===== src/design/pts_pkg.sv =====
`timescale 1ns / 1ps
`default_nettype none
// ----------------------------------------------------------------------------
// pts_pkg
// Shared types and constants of the buzzer melody sequencer.
// ----------------------------------------------------------------------------
package pts_pkg;

  // field widths
  localparam int CLK_W  = 27;
  localparam int FREQ_W = 16;
  localparam int IDX_W  = 9;
  localparam int VOL_W  = 10;
  localparam int CFG_IDX_W = 3;

  // serial divider widths
  localparam int DIV_NW = 27;
  localparam int DIV_DW = 17;
  localparam int DIV_CW = 6;

  // request types
  localparam logic [1:0] REQ_TICK  = 2'd0;
  localparam logic [1:0] REQ_CMD   = 2'd1;
  localparam logic [1:0] REQ_WRITE = 2'd2;

  // command bytes
  localparam logic [7:0] CMD_SLOT0  = 8'h6d;  // m
  localparam logic [7:0] CMD_SLOT1  = 8'h6e;  // n
  localparam logic [7:0] CMD_SLOT2  = 8'h70;  // p
  localparam logic [7:0] CMD_VOL_UP = 8'h48;  // H
  localparam logic [7:0] CMD_VOL_DN = 8'h4c;  // L
  localparam logic [7:0] CMD_PAUSE  = 8'h53;  // S
  localparam logic [7:0] CMD_RESUME = 8'h50;  // P

  // configuration register indexes
  localparam logic [2:0] CFG_SYS_CLK = 3'd0;
  localparam logic [2:0] CFG_S0_BASE = 3'd1;
  localparam logic [2:0] CFG_S0_CNT  = 3'd2;
  localparam logic [2:0] CFG_S1_BASE = 3'd3;
  localparam logic [2:0] CFG_S1_CNT  = 3'd4;
  localparam logic [2:0] CFG_S2_BASE = 3'd5;
  localparam logic [2:0] CFG_S2_CNT  = 3'd6;

  // volume
  localparam logic [VOL_W-1:0] VOL_RESET = 10'd30;
  localparam logic [VOL_W-1:0] VOL_MAX   = 10'd1000;
  localparam logic [VOL_W-1:0] VOL_STEP  = 10'd5;
  localparam logic [IDX_W-1:0] CNT_MAX   = 9'd256;
  localparam logic [DIV_DW-1:0] DUTY_DIV = 17'd2000;

  // duty scaling by reciprocal multiply, operand below 2**DUTY_W
  localparam int DUTY_W  = 26;
  localparam int DUTY_SH = DUTY_W + 11;
  localparam logic [26:0] DUTY_RCP =
    27'(((64'd1 << DUTY_SH) + 64'(DUTY_DIV) - 64'd1) / 64'(DUTY_DIV));

  // arithmetic steps of one tone load
  typedef enum logic [2:0] {
    OP_CLK_F,
    OP_PERIOD,
    OP_CLK_PRE,
    OP_PER_F,
    OP_DUTY
  } pts_op_t;

  // controller to datapath
  typedef struct packed {
    logic    take;
    logic    exec;
    logic    ent;
    logic    div_start;
    logic    div_store;
    pts_op_t div_op;
    logic    mul;
    logic    rmul;
    logic    push;
  } pts_cmd_t;

  // datapath to controller
  typedef struct packed {
    logic go;
    logic wrap_ok;
    logic freq_ok;
    logic div_done;
  } pts_sts_t;

endpackage
`default_nettype wire


===== src/design/pts_ctrl.sv =====
`timescale 1ns / 1ps
`default_nettype none
// ----------------------------------------------------------------------------
// pts_ctrl
// Sequencer of one item: decode, tone fetch, divider steps, result hand-off.
// ----------------------------------------------------------------------------
module pts_ctrl import pts_pkg::*; (
  input  wire logic     clk,
  input  wire logic     rst_n,
  input  wire logic     in_valid,
  output logic          in_stall,
  output logic          out_valid,
  input  wire logic     out_stall,
  input  wire pts_sts_t sts,
  output pts_cmd_t      cmd
);

  typedef enum logic [3:0] {
    ST_IDLE,
    ST_EXEC,
    ST_WRAP,
    ST_ENT,
    ST_DSTART,
    ST_DWAIT,
    ST_MUL,
    ST_RMUL,
    ST_PUSH
  } state_t;

  state_t  state_r;
  pts_op_t op_r;
  logic    out_valid_r;
  logic    push_ok;

  assign push_ok = !out_valid_r || !out_stall;

  // state and registered outputs
  always_ff @(posedge clk) begin
    if (!rst_n) begin
      state_r     <= ST_IDLE;
      op_r        <= OP_CLK_F;
      out_valid_r <= 1'b0;
    end else begin
      if (out_valid_r && !out_stall) out_valid_r <= 1'b0;
      case (state_r)
        ST_IDLE: if (in_valid) state_r <= ST_EXEC;
        ST_EXEC: state_r <= sts.go ? ST_WRAP : ST_PUSH;
        ST_WRAP: if (sts.wrap_ok) state_r <= ST_ENT;
        ST_ENT: begin
          op_r    <= OP_CLK_F;
          state_r <= sts.freq_ok ? ST_DSTART : ST_PUSH;
        end
        ST_DSTART: state_r <= ST_DWAIT;
        ST_DWAIT: begin
          if (sts.div_done) begin
            case (op_r)
              OP_CLK_F:   begin op_r <= OP_PERIOD; state_r <= ST_RMUL;   end
              OP_CLK_PRE: begin op_r <= OP_PER_F;  state_r <= ST_DSTART; end
              OP_PER_F:   state_r <= ST_MUL;
              default:    state_r <= ST_PUSH;
            endcase
          end
        end
        ST_MUL: begin
          op_r    <= OP_DUTY;
          state_r <= ST_RMUL;
        end
        ST_RMUL: begin
          if (op_r == OP_PERIOD) begin
            op_r    <= OP_CLK_PRE;
            state_r <= ST_DSTART;
          end else begin
            state_r <= ST_PUSH;
          end
        end
        ST_PUSH: begin
          if (push_ok) begin
            out_valid_r <= 1'b1;
            state_r     <= ST_IDLE;
          end
        end
        default: state_r <= ST_IDLE;
      endcase
    end
  end

  // commands
  always_comb begin
    cmd           = '0;
    cmd.div_op    = op_r;
    cmd.take      = (state_r == ST_IDLE) && in_valid;
    cmd.exec      = (state_r == ST_EXEC);
    cmd.ent       = (state_r == ST_ENT);
    cmd.div_start = (state_r == ST_DSTART);
    cmd.div_store = (state_r == ST_DWAIT) && sts.div_done;
    cmd.mul       = (state_r == ST_MUL);
    cmd.rmul      = (state_r == ST_RMUL);
    cmd.push      = (state_r == ST_PUSH) && push_ok;
  end

  assign in_stall  = (state_r != ST_IDLE);
  assign out_valid = out_valid_r;

endmodule
`default_nettype wire


===== config.mk =====
export PLATFORM = sky130hd
export DESIGN_NAME = pts_ctrl
export DESIGN_NICKNAME = d
export VERILOG_FILES = /design/src/design/pts_pkg.sv /design/src/design/pts_ctrl.sv
export SDC_FILE = /design/constraint.sdc
export NUM_CORES = 1
export LEC_CHECK = 0
export ABC_AREA = 1
export BUFFER_PORTS_ARGS = -buffer_cell sky130_fd_sc_hd__clkbuf_2
export CORE_MARGIN = 2
export CORE_UTILIZATION = 47
export CTS_CLUSTER_SIZE = 20
export DETAILED_ROUTE_END_ITERATION = 8
export PLACE_DENSITY_LB_ADDON = 0.05
export SYNTH_ARGS = -nofsm -noshare
export SYNTH_HDL_FRONTEND = slang
export SYNTH_SLANG_ARGS = --single-unit
export TNS_END_PERCENT = 1

===== constraint.sdc =====
create_clock -name clk -period 1.3 [get_ports clk]
set_input_delay 0 -clock clk [delete_from_list [all_inputs] [get_ports clk]]
set_output_delay 0 -clock clk [all_outputs]
set_load 0.02 [all_outputs]

==> impl_metrics.yaml <==
detailed_routing:
  dr.first_iter.drc_count: 11
  drt-wirelength-per-cell_um: 9.97
  drc: 0
  route.vias.total: 680
  drtPass1Iterations: 4
  viasPerCell: 4.66
  antenna_left: 0
  routed_wl_um: 1460
finish:
  area_growth_pct: 25.5
  fillers: 146
  final_design_area_no_fill_um2: 782
  multiInputGateArea_um2: 397
  utilization_pct: 61.6
  layout.nets: 141
  layout-drive-gt1-share_pct: 32.1
  num_antenna_cells: 0
  seq_area_um2: 165
hold_path:
  min_from: "out_stall"
  min_path_cells: 3
  min_to: "out_valid$_SDFF_PN0_"
  hold_path.class: "input port to register"
global_routing:
  gr-total-overflow: 0
  antenna_found_initial: 0
  grt_pass1_vias: 562
  grt_max_degree: 9
  grt_pass1_wl_um: 2300
  grt_usage_pct: 20.7
sta:
  fin_crit_sh_pct: 93.1
  skew_ps: 2.48
  relSlewSlack_pct: 83.6
  hold_viol: 0
  tightest_slew_ps: 246
  setup-tns-final_ps: 0
  setup_viol: 0
  finalCriticalPeriod_ps: 1210
  fmax_mhz: 827
  slew_viol_final: 0
  whs_ps: 12.6
yosys:
  synth_top_area_share_pct: 25.7
  synthCells: 108
  syn_area_um2: 623
  synthTopCellsByCount: "nand2_1, inv_1, nor2_1"
  synthFlopType: "dfxtp_1"
  synthMostInstantiatedCell: "nand2_1"
  yosys-top-cells-area: "dfxtp_1, nand2_1, inv_1, nand3_1, nor2_1"
  yosys_warnings: 0
  synth_top_cell_by_area: "dfxtp_1"
  syn_avg_cell_area_um2: 5.77
  ys_seq_elements: 8
  synth_nets: 116
  ys_seq_area_share_pct: 25.7
  synth_edf_count: 0
  ys_types: 15
  async_reset_ff_share_pct: 0
floorplan:
  die_height_um: 40.4
  ios: 21
  initial_core_util_pct: 49.1
  dieArea_um2: 1630
  fp-row-count: 13
  dieWidth_um: 40.4
  core_area_um2: 1270
setup_path:
  critPathCaptureType: "output pin"
  worstPathRequired_ps: 1300
  start_kind: "register"
  crit_start: "state_r[1]$_SDFFE_PN0P_"
  criticalPathCategory: "register to output pin"
  timing.rr.start: "state_r[2]$_SDFFE_PN0P_"
  timing.rr.end: "op_r[1]$_SDFFE_PN0P_"
  cp.arrival_ps: 1210
  critical_path.max_fanout: 4
  rr_worst_depth: 8
  rrSetupSlack_ps: 100
pwr:
  powerDensity_nw_per_um2: 814
  p_leak_nw: 0.438
  ir_worst_vdd_mv: 0.682
outcome:
  status: "complete, no violations"
placement:
  placement.io_buffers: 20
  place_congestion: 0.843
  placed_area_um2: 742
  dp.final_hpwl_um: 1190
clock_network:
  post_cts_buffers: 0
  cts_tree: "done"
  htree_levels: 1
  clk_pin_slew_ps: 50
  cts.path.max_buffers: 2
  cts_made_buffers: 3
  root_buffer: "clkbuf_4"
  clock-sinks: 8
  insertion_delay_ps: 250
run:
  max_cap_violations: 0
worst max-delay path by stage:
stage | end | slack, ps | cells past startpoint
finish | cmd[2] | 90 | 5
detailed placement | op_r[0]$_SDFFE_PN0P_ | 30 | 9
CTS | cmd[6] | 3 | 5
floorplan | op_r[0]$_SDFFE_PN0P_ | 120 | 8
global placement | op_r[0]$_SDFFE_PN0P_ | 20 | 9
global route | cmd[6] | -6 | 5
state kept, by name, summed over array words and instances (netlist names):
name and count:
out_valid 1, op_r 3, state_r 4
area by class of cell:
| class | count | share of cell area [%] |
|---|---|---|
| multi-input cells | 79 | 50.7 |
| repair buffers | 20 | 12.8 |
| inverters | 21 | 10.1 |
| flip-flops and latches | 8 | 21.1 |
| well taps | 15 | 2.40 |
| clock buffers | 3 | 2.88 |
worst max-delay path, stage by stage, from the launching register on:
cell and delay, ps:
dfxtp_2 380, inv_1 70, nor2_1 160, nand2_1 120, inv_1 70, clkbuf_2 160
power breakdown:
group / internal (mW) / leakage, nW / total (mW) / switching, mW
Sequential: 0.257 / 0.0666 / 0.274 / 0.0168
Combinational: 0.0614 / 0.358 / 0.176 / 0.115
Clock: 0.105 / 0.0138 / 0.186 / 0.0805
Total: 0.424 / 0.438 / 0.636 / 0.212
cell families (layout without fill, tap and decap cells):
family,Yosys count,after routing,share of synthesized area (%)
compound gates,11,11,9.44
simple gates,68,68,52.2
flops,8,8,25.7
buf+inv,21,44,12.6
through the flow:
stage	worst slack [ps]	power [mW]	instances
after floorplan	118	0.394	108
after detailed placement	30.1	0.443	143
after global placement	16.5	0.441	143
after CTS	2.75	0.632	146
final	90.2	0.636	146
after global routing	-5.60	0.674	146
timing repair:
item                                    CTS  global route
hold endpoints to repair                  0             0
hold buffers                              0             0
endpoints found under the setup margin    1            12
gates resized for setup                   2             6
routing by layer:
| metal | share of wire (%) | GRT usage, % |
|---|---|---|
| met1 | 48 | 28.3 |
| met2 | 48 | 33.3 |
| met3 | 3.7 | 1.67 |
| met4 | 0.41 | 7.50 |
| met5 | 0 | 0 |
cell usage in the layout, fill, tap and decap left out, drive strengths merged:
master | synthesis | routed
nand3b | 1 | 1
dfxtp | 8 | 8
nand2 | 35 | 35
clkbuf | 0 | 22
nand3 | 12 | 12
buf | 0 | 1
nor2 | 19 | 19
nor3 | 1 | 1
inv | 21 | 21
a21oi | 9 | 9
o21ai | 2 | 2
(Power assumes the default switching activity.)
